**config.mk**
```make
export PLATFORM = sky130hd
export DESIGN_NAME = space_vector_pwm_sextant_core
export DESIGN_NICKNAME = d
export VERILOG_FILES = /design/src/rtl/core/svpwm_pkg.sv /design/src/rtl/core/svpwm_solve.sv /design/src/rtl/core/space_vector_pwm_sextant_core.sv
export SDC_FILE = /design/constraint.sdc
export NUM_CORES = 1
export LEC_CHECK = 0
export BUFFER_PORTS_ARGS = -buffer_cell sky130_fd_sc_hd__buf_2
export CORE_UTILIZATION = 31
export CTS_CLUSTER_DIAMETER = 60
export DETAILED_ROUTE_END_ITERATION = 8
export SYNTH_ARGS = -nofsm -noshare
export SYNTH_HDL_FRONTEND = slang
export SYNTH_SLANG_ARGS = --single-unit
export TNS_END_PERCENT = 100
```
**constraint.sdc**
```tcl
create_clock -name i_clk -period 10.3 [get_ports i_clk]
set_input_delay 2.06 -clock i_clk [delete_from_list [all_inputs] [get_ports i_clk]]
set_output_delay 2.06 -clock i_clk [all_outputs]
set_load 0.02 [all_outputs]
```
**src/rtl/core/svpwm_pkg.sv**
```systemverilog
package svpwm_pkg;

    // Field widths
    localparam int IN_W    = 16;
    localparam int DUTY_W  = 16;
    localparam int SEXT_W  = 3;

    // 1/sqrt3 in unsigned Q0.16, held as a positive signed 17-bit constant
    localparam int K_W = 17;
    localparam logic signed [K_W-1:0] ONE_BY_SQRT3_Q16 = 17'sd37837;

    // beta/sqrt3 product width (Q.30)
    localparam int BSCL_W = IN_W + K_W;

    // Working width for the doubled duties (Q.31) with headroom
    localparam int ACC_W = 36;

    // Sextant codes
    localparam logic [SEXT_W-1:0] SEXT_1 = 3'd1;
    localparam logic [SEXT_W-1:0] SEXT_2 = 3'd2;
    localparam logic [SEXT_W-1:0] SEXT_3 = 3'd3;
    localparam logic [SEXT_W-1:0] SEXT_4 = 3'd4;
    localparam logic [SEXT_W-1:0] SEXT_5 = 3'd5;
    localparam logic [SEXT_W-1:0] SEXT_6 = 3'd6;

    // Full-scale duty in Q1.15
    localparam logic [DUTY_W-1:0] DUTY_FULL = 16'd32768;

    // One result beat
    typedef struct packed {
        logic [DUTY_W-1:0] duty_a;
        logic [DUTY_W-1:0] duty_b;
        logic [DUTY_W-1:0] duty_c;
        logic [SEXT_W-1:0] sextant;
        logic              in_range;
    } t_svpwm_res;

endpackage

```
**src/rtl/core/svpwm_solve.sv**
```systemverilog
module svpwm_solve
    import svpwm_pkg::*;
(
    input  logic signed [IN_W-1:0]   i_alpha,
    input  logic signed [BSCL_W-1:0] i_bscl,
    output t_svpwm_res               o_res
);

    localparam logic signed [ACC_W-1:0] ONE_Q30 = ACC_W'(64'sd1 <<< 30);
    localparam logic signed [ACC_W-1:0] ONE_Q31 = ACC_W'(64'sd1 <<< 31);

    logic signed [ACC_W-1:0] a;
    logic signed [ACC_W-1:0] b;
    logic signed [ACC_W-1:0] a2;
    logic signed [ACC_W-1:0] b2;
    logic signed [ACC_W-1:0] b3;
    logic signed [ACC_W-1:0] neg_b;
    logic                    b_gt_a;
    logic                    nb_gt_a;
    logic [SEXT_W-1:0]       sext;
    logic signed [ACC_W-1:0] da;
    logic signed [ACC_W-1:0] db;
    logic signed [ACC_W-1:0] dc;
    logic                    ok_a;
    logic                    ok_b;
    logic                    ok_c;
    logic [DUTY_W-1:0]       q_a;
    logic [DUTY_W-1:0]       q_b;
    logic [DUTY_W-1:0]       q_c;

    // Q.31 duty -> saturated Q1.15, round to nearest with ties upward
    function automatic logic [DUTY_W:0] to_q15(input logic signed [ACC_W-1:0] d);
        logic [31:0] rnd;
        logic [DUTY_W:0] res;
        rnd = d[31:0] + 32'd32768;
        if (d < 0) begin
            res = {1'b0, {DUTY_W{1'b0}}};
        end else if (d > ONE_Q31) begin
            res = {1'b0, DUTY_FULL};
        end else begin
            res = {1'b1, rnd[31:16]};
        end
        return res;
    endfunction

    // alpha to Q.30, beta/sqrt3 already Q.30
    assign a     = {{(ACC_W-IN_W-16){i_alpha[IN_W-1]}}, i_alpha, 16'd0};
    assign b     = {{(ACC_W-BSCL_W){i_bscl[BSCL_W-1]}}, i_bscl};
    assign a2    = a <<< 1;
    assign b2    = b <<< 1;
    assign b3    = b2 + b;
    assign neg_b = -b;

    // strict compares on exact products
    assign b_gt_a  = b > a;
    assign nb_gt_a = neg_b > a;

    // sextant: zero alpha and zero beta count as nonnegative
    always_comb begin
        if (!i_bscl[BSCL_W-1]) begin
            if (!i_alpha[IN_W-1]) sext = b_gt_a ? SEXT_2 : SEXT_1;
            else                  sext = nb_gt_a ? SEXT_3 : SEXT_2;
        end else begin
            if (!i_alpha[IN_W-1]) sext = nb_gt_a ? SEXT_5 : SEXT_6;
            else                  sext = b_gt_a ? SEXT_4 : SEXT_5;
        end
    end

    // doubled duties, closed form per sextant
    always_comb begin
        case (sext)
            SEXT_1: begin
                da = ONE_Q30 - a - b;
                db = ONE_Q30 + a - b3;
                dc = ONE_Q30 + a + b;
            end
            SEXT_2: begin
                da = ONE_Q30 - a2;
                db = ONE_Q30 - b2;
                dc = ONE_Q30 + b2;
            end
            SEXT_3: begin
                da = ONE_Q30 - a + b;
                db = ONE_Q30 + a - b;
                dc = ONE_Q30 + a + b3;
            end
            SEXT_4: begin
                da = ONE_Q30 - a - b;
                db = ONE_Q30 + a - b3;
                dc = ONE_Q30 + a + b;
            end
            SEXT_5: begin
                da = ONE_Q30 - a2;
                db = ONE_Q30 - b2;
                dc = ONE_Q30 + b2;
            end
            default: begin
                da = ONE_Q30 - a + b;
                db = ONE_Q30 + a - b;
                dc = ONE_Q30 + a + b3;
            end
        endcase
    end

    // saturate and round
    assign {ok_a, q_a} = to_q15(da);
    assign {ok_b, q_b} = to_q15(db);
    assign {ok_c, q_c} = to_q15(dc);

    assign o_res.duty_a   = q_a;
    assign o_res.duty_b   = q_b;
    assign o_res.duty_c   = q_c;
    assign o_res.sextant  = sext;
    assign o_res.in_range = ok_a & ok_b & ok_c;

endmodule

```
**src/rtl/core/space_vector_pwm_sextant_core.sv**
```systemverilog
// Space vector PWM, sextant method.
// The stage 1 and stage 2 registers lie between the accepting edge and the o_valid beat.
// Throughput: one vector per clock; busy stays low, start is taken every cycle.
// Stage 1 holds alpha and the beta/sqrt3 product, stage 2 the duties, sextant and range flag.
// Synchronous active-low reset clears both valid bits; the receiver cannot stall.
module space_vector_pwm_sextant_core
    import svpwm_pkg::*;
(
    input  logic                    i_clk,
    input  logic                    i_rst_n,
    input  logic                    start,
    input  logic signed [IN_W-1:0]  i_alpha_norm,
    input  logic signed [IN_W-1:0]  i_beta_norm,
    output logic                    busy,
    output logic                    o_valid,
    output logic [DUTY_W-1:0]       o_duty_a,
    output logic [DUTY_W-1:0]       o_duty_b,
    output logic [DUTY_W-1:0]       o_duty_c,
    output logic [SEXT_W-1:0]       o_sextant,
    output logic                    o_in_range
);

    logic                     r_s1_vld;
    logic signed [IN_W-1:0]   r_s1_alpha;
    logic signed [BSCL_W-1:0] r_s1_bscl;
    logic signed [BSCL_W-1:0] n_s1_bscl;
    logic                     r_out_vld;
    t_svpwm_res               r_res;
    t_svpwm_res               n_res;

    // never backs off the sender
    assign busy = 1'b0;

    // beta / sqrt3 in Q.30
    assign n_s1_bscl = BSCL_W'(i_beta_norm) * BSCL_W'(ONE_BY_SQRT3_Q16);

    // stage 1: input register
    always_ff @(posedge i_clk) begin
        if (!i_rst_n) begin
            r_s1_vld <= 1'b0;
        end else begin
            r_s1_vld <= start & ~busy;
        end
    end

    always_ff @(posedge i_clk) begin
        r_s1_alpha <= i_alpha_norm;
        r_s1_bscl  <= n_s1_bscl;
    end

    // sextant, duties, saturation
    svpwm_solve u_solve (
        .i_alpha (r_s1_alpha),
        .i_bscl  (r_s1_bscl),
        .o_res   (n_res)
    );

    // stage 2: result register
    always_ff @(posedge i_clk) begin
        if (!i_rst_n) begin
            r_out_vld <= 1'b0;
        end else begin
            r_out_vld <= r_s1_vld;
        end
    end

    always_ff @(posedge i_clk) begin
        r_res <= n_res;
    end

    assign o_valid    = r_out_vld;
    assign o_duty_a   = r_res.duty_a;
    assign o_duty_b   = r_res.duty_b;
    assign o_duty_c   = r_res.duty_c;
    assign o_sextant  = r_res.sextant;
    assign o_in_range = r_res.in_range;

endmodule

```
## Word-level counts from Yosys, hierarchy flattened

Index checks and enable logic that the tools add are counted.

| storage, ports and cells | value |
|---|---|
| bits in registers | 103 |
| latch bits | 0 |
| RAM bits | 0 |
| memory bits (read-only) | 0 |
| bits of input ports | 35 |
| output and inout port bits | 54 |
| word-level logic and storage cells | 64 |
| memories | 0 |

| operators by class | value |
|---|---|
| $add $sub $neg | 16 |
| $mul | 1 |
| divide/modulo/power cells | 0 |
| $lt $le $gt $ge | 8 |
| eq/ne operators | 4 |
| shift operators | 0 |
| mux-type cells | 16 |
| bitwise gates (word level) | 2 |
| reduce and logical (&&, ||, !) cells | 5 |

Operators by type and width:

| operator | number |
|---|---|
| $pmux W36 S2 | 3 |
| $gt A36 B33 Y1 const B | 3 |
| $lt A36 B1 Y1 const B | 3 |
| $mux W17 | 6 |
| $add A32 B16 Y32 const B | 3 |
| $add A33 B33 Y34 | 2 |
| $sub A33 B33 Y34 | 2 |
| $add A33 B35 Y36 | 1 |
| $gt A36 B32 Y1 | 1 |
| $neg A33 Y36 | 1 |
| $sub A33 B35 Y36 | 1 |
| $add A32 B34 Y35 const A | 1 |
| $add A34 B33 Y35 | 1 |
| $sub A32 B34 Y35 const A | 1 |
| $sub A32 B33 Y34 const A | 1 |
| $add A32 B32 Y33 const A | 1 |
| $gt A33 B32 Y1 | 1 |
| $mul A16 B17 Y33 const B | 1 |
| $sub A32 B32 Y33 const A | 1 |
| $reduce_or A2 Y1 | 5 |
| $mux W2 | 4 |
| $eq A3 B3 Y1 const B | 2 |
| $eq A3 B1 Y1 const B | 1 |
| $eq A3 B2 Y1 const B | 1 |
| 3 further kinds | 5 |

## Longest topological paths before layout

| logic depth | value |
|---|---|
| word-level depth | 13 |
| gate-level depth with buffers | 33 |

## Modules after synthesis

Synthesis repeated with hierarchy kept, for this count alone.

| second synthesis, totals | value |
|---|---|
| cells, all modules | 2,385 |
| area, all modules | 19,033.3 um2 |

By module, submodules not included:

| module | times used | cells an instance | area an instance (um2) | sequential area each (um2) |
|---|---|---|---|---|
| svpwm_solve | 1 | 1,737 | 11,941.5 | 0.0 |
| space_vector_pwm_sextant_core | 1 | 648 | 7,091.8 | 2,062.0 |

## Worst setup path after synthesis

OpenSTA, ideal clock, no wires.

| path | value |
|---|---|
| path type | input port to flip-flop |
| start point | in i_beta_norm[4] |
| end point | reg r_s1_bscl[30] |
| library setup time | 0.127 ns |
| arrival | 7.455 ns |
| required time | 10.173 ns |
| setup slack | 2.718 ns |
| stages on the path | 21 |
| buffers on the path | 0 |
| cells stage by stage | fa_1 -> inv_1 -> fa_1 -> fa_1 -> inv_1 -> fa_1 -> fa_1 -> fa_1 -> ha_1 -> a21oi_1 -> o21a_1 -> a31oi_1 -> o21ai_0 -> o211ai_1 -> and3_1 -> o21a_1 -> o21ai_0 -> a21oi_1 -> a41oi_1 -> a21boi_0 -> xor2_1 |

| on the way | value |
|---|---|
| longest elaborated chain between the ends | 1 |

RTL lines:

| what | line | RTL |
|---|---|---|
| start, declared | space_vector_pwm_sextant_core.sv:13 | `input logic signed [IN_W-1:0] i_beta_norm,` |
| $mul A16 B17 Y33 | space_vector_pwm_sextant_core.sv:35 | `assign n_s1_bscl = BSCL_W'(i_beta_norm) * BSCL_W'(ONE_BY_SQRT3_Q16);` |
| via n_s1_bscl[30] | space_vector_pwm_sextant_core.sv:26 | `logic signed [BSCL_W-1:0] n_s1_bscl;` |
| end signal, assigned | space_vector_pwm_sextant_core.sv:48 | `r_s1_bscl <= n_s1_bscl;` |
| end, declared | space_vector_pwm_sextant_core.sv:25 | `logic signed [BSCL_W-1:0] r_s1_bscl;` |

The timed path passes the listed nets, and every way through them passes these cells.
A chain may end at the register's enable or synchronous reset.

## Worst setup path in the final report

| path | value |
|---|---|
| start point | reg r_s1_bscl[0] |
| end point | reg r_res (netlist bit o_duty_b[15]) |

| on the way | value |
|---|---|
| longest elaborated chain between the ends | 10 |
| elaborated cells between the ends (all ways) | 25 |

RTL lines:

| what | line | RTL |
|---|---|---|
| $neg A33 Y36 | svpwm_solve.sv:52 | `assign neg_b = -b;` |
| $gt A36 B32 Y1 | svpwm_solve.sv:56 | `assign nb_gt_a = neg_b > a;` |
| $mux W1 or $mux W2 (tied branches) | svpwm_solve.sv:62, svpwm_solve.sv:64 |  |
| $mux W2, on equally long branches | svpwm_solve.sv:61, svpwm_solve.sv:64 |  |
| $mux W3 | svpwm_solve.sv:60 | `if (!i_bscl[BSCL_W-1]) begin` |
| $eq A3 B2 Y1 (tied with other cells) | svpwm_solve.sv:71 | `case (sext)` |
| $reduce_or A2 Y1 (no line) | n/a |  |
| $pmux W36 S2 * | svpwm_solve.sv:71 |  |
| $add A32 B16 Y32 or $gt A36 B33 Y1 (tied branches) | svpwm_solve.sv:35, svpwm_solve.sv:38 |  |
| $mux W17 | svpwm_solve.sv:38 | `end else if (d > ONE_Q31) begin` |
| end signal, assigned | space_vector_pwm_sextant_core.sv:68 | `r_res <= n_res;` |
| end, declared | space_vector_pwm_sextant_core.sv:28 | `t_svpwm_res r_res;` |

Every way passes the cells marked *; elsewhere a longest branch is shown, timed or not.

==> results.sh <==
export IMPL_htree_levels=3
export IMPL_syn_instance_count=2354
export IMPL_top_level_ports=89
export IMPL_cts_tree="built"
export IMPL_routedWlPerCell_um=19.5
export IMPL_dr_total_vias=17687
export IMPL_die_h_um=249
export IMPL_fin_crit_sh=0.804
export IMPL_syn_nets=2825
export IMPL_grtUsageTotal=0.197
export IMPL_grt_max_degree=37
export IMPL_synth_cell_types=99
export IMPL_fmax_mhz=121
export IMPL_synth_area_um2=18900
export IMPL_ys_ff_latch=103
export IMPL_routed_wl_met2_mm=26.4
export IMPL_cp_start_kind="flop"
export IMPL_cts_sinks=103
export IMPL_seq_area_frac_synth=0.109
export IMPL_rsz0062_at_grt="no"
export IMPL_die_w_um=249
export IMPL_dr_wl_met3_mm=5.56
export IMPL_die_area_um2=62000
export IMPL_cp_slowest_cell="a2111oi_0"
export IMPL_crit_path_max_incr_delay_ns=0.70
export IMPL_required_ns=10.62
export IMPL_crit_path_end_kind="flop"
export IMPL_wl_mm=62.3
export IMPL_syn_to_final_growth_pct=8.20
export IMPL_drive_gt1_frac=0.0751
export IMPL_grt_pass1_vias=16972
export IMPL_slew_viol_final=0
export IMPL_status="complete, no violations"
export IMPL_wirelength_met1_mm=28.5
export IMPL_holdCritPathClass="flop to flop"
export IMPL_drt_vias_per_instance=5.54
export IMPL_slew_headroom=0.294
export IMPL_cts_clk_slew_worst_paths_ns=0.11
export IMPL_report_final_hold_viol_count=0
export IMPL_initial_core_util=0.314
export IMPL_cts_hold_buf=0
export IMPL_path_buf_inv=4
export IMPL_cp_arrival_ns=8.60
export IMPL_grt_pass1_wl_mm=96.5
export IMPL_nNetsFinal=2875
export IMPL_cts_root_buf="clkbuf_16"
export IMPL_io_buffers=87
export IMPL_coreArea_um2=60400
export IMPL_ys_warn_count=0
export IMPL_syn_avg_cell_area_um2=8.04
export IMPL_worstMarginPinSlew_ns=1.06
export IMPL_path_class="flop to flop"
export IMPL_synth_edff_count=0
export IMPL_highest_layer="met4"
export IMPL_finalSetupViolCount=0
export IMPL_ant_nets=0
export IMPL_clk_latency_ns=0.41
export IMPL_synth_async_sr_flop_share=0
export IMPL_finalSetupTns_ns=0
export IMPL_synth_top_area_frac=0.235
export IMPL_num_rows=90
export IMPL_cts_made_buffers=9
export IMPL_period_needed_ns=8.28
export IMPL_cts_setup_buffers=0
export IMPL_synthTopCellsByArea="ha_1 23%, dfxtp_1 11%, fa_1 8.6%"
export IMPL_drt_iter0_drc=1811
export IMPL_antenna_found_initial=0
export IMPL_synth_area_leader_cell="ha_1"
export IMPL_worst_path_max_fanout=17
export IMPL_cap_violations=0
export IMPL_fin_skew_ns=0.0334
export IMPL_crit_family="simple AND/OR/NAND/NOR gates"
export IMPL_dp_hpwl_mm=51.8
export IMPL_globalplace_congestion=1.06
export IMPL_globalRouteOverflowTotal=0
export IMPL_clock_path_buffers=2
export IMPL_synth_ff_type="dfxtp_1"
export IMPL_drt_pass1_iterations=6
export IMPL_drc=0
export IMPL_cts_resized=0
-- cell usage after synthesis, types with 51 or more instances --
library cell / count
fa_1: 81
xnor2_1: 146
nor2_1: 215
o21ai_0: 75
a21o_1: 51
inv_1: 254
a21oi_1: 147
nor3_1: 62
nand3_1: 52
nand2_1: 122
ha_1: 355
dfxtp_1: 103
-- sequential cells by signal (all words and copies together) (netlist names) --
| name | cells |
|---|---|
| o_in_range | 1 |
| r_s1_alpha | 16 |
| o_valid | 1 |
| r_s1_vld | 1 |
| o_duty_a | 16 |
| r_s1_bscl | 33 |
| o_sextant | 3 |
| o_duty_c | 16 |
| o_duty_b | 16 |
-- final timing paths --
check                                   from           end  slack, ns  cells after the start
worst min-delay path                r_s1_vld       o_valid       0.45                      1
worst min register to register      r_s1_vld       o_valid       0.45                      1
worst max register to register  r_s1_bscl[0]  o_duty_b[15]       2.02                     26
worst max-delay path            r_s1_bscl[0]  o_duty_b[15]       2.02                     26
-- worst register-to-register path, stage by stage, from the launching register on --
cell and delay [ns]:
dfxtp_1 0.30, buf_4 0.18, inv_1 0.17, ha_1 0.42
nand4_1 0.38, nor3_1 0.59, and3_1 0.32, and3_1 0.32
nand3_1 0.14, xnor2_1 0.15, ha_1 0.28, nand4_1 0.14
nor4_1 0.54, buf_4 0.23, a21boi_1 0.27, a2111oi_4 0.12
xnor2_2 0.45, nor3_2 0.11, buf_4 0.19, o21ai_0 0.26
nand4_1 0.43, a2111oi_0 0.70, and4_1 0.38, and4_1 0.27
o211ai_1 0.09, a211o_1 0.52, o21a_1 0.29
-- final cells by class --
cell class | instances | area (um^2)
tap | 782 | 978
clock buffer | 10 | 239
inverter | 255 | 957
antenna | 1 | 2.50
multi-input combinational | 1921 | 15500
sequential | 103 | 2060
timing repair buffer | 114 | 638
fill | 6435 | 39900
clock inverter | 6 | 61.3
-- layer usage --
| layer | track usage | vias up |
|---|---|---|
| li1 | - | 8519 |
| met1 | 0.273 | 8273 |
| met2 | 0.304 | 752 |
| met3 | 0.0427 | 143 |
| met4 | 0.0603 | 0 |
| met5 | 0 | - |
-- placed cells by master (no fill, tap or decap), types with 24 or more instances in the layout --
cell / netlist / final
dfxtp_1: 103 / 103
a21o_1: 51 / 51
nor4_1: 30 / 30
buf_4: 4 / 27
inv_1: 254 / 254
buf_2: 18 / 87
xnor2_1: 146 / 146
nor2_1: 215 / 214
nor2b_1: 25 / 25
o21ai_0: 75 / 75
fa_1: 81 / 81
nor3_1: 62 / 62
nand3_1: 52 / 52
ha_1: 355 / 355
a211oi_1: 24 / 24
a21oi_1: 147 / 147
nand2_1: 122 / 121
xor2_1: 41 / 41
nand4_1: 28 / 28
-- stage by stage --
stage	cell area, um^2	instances	worst slack (ns)	hold slack (ns)	util
final	20500	3192	2.02	0.449	0.339
after global routing	20500	3191	1.62	0.476	0.339
after CTS	20500	3191	2.39	0.457	0.339
after detailed placement	20200	3175	2.07	0.428	0.334
after global placement	20200	3175	2.11	0.417	0.334
after floorplan	18900	2354	2.72	0.412	-
-- cells by family after synthesis --
| family | share of synthesized area |
|---|---|
| AO/OA/AOI/OAI | 0.218 |
| XOR/XNOR | 0.0883 |
| adder cells (fa/ha/maj) | 0.320 |
| buffers and inverters | 0.0703 |
| flip-flops | 0.109 |
| multiplexers | 0.00390 |
| other | 0.000198 |
| AND/OR/NAND/NOR | 0.190 |
Power is not shown: default switching activity piles up to over one toggle a cycle in this logic, so the estimate is an artifact.
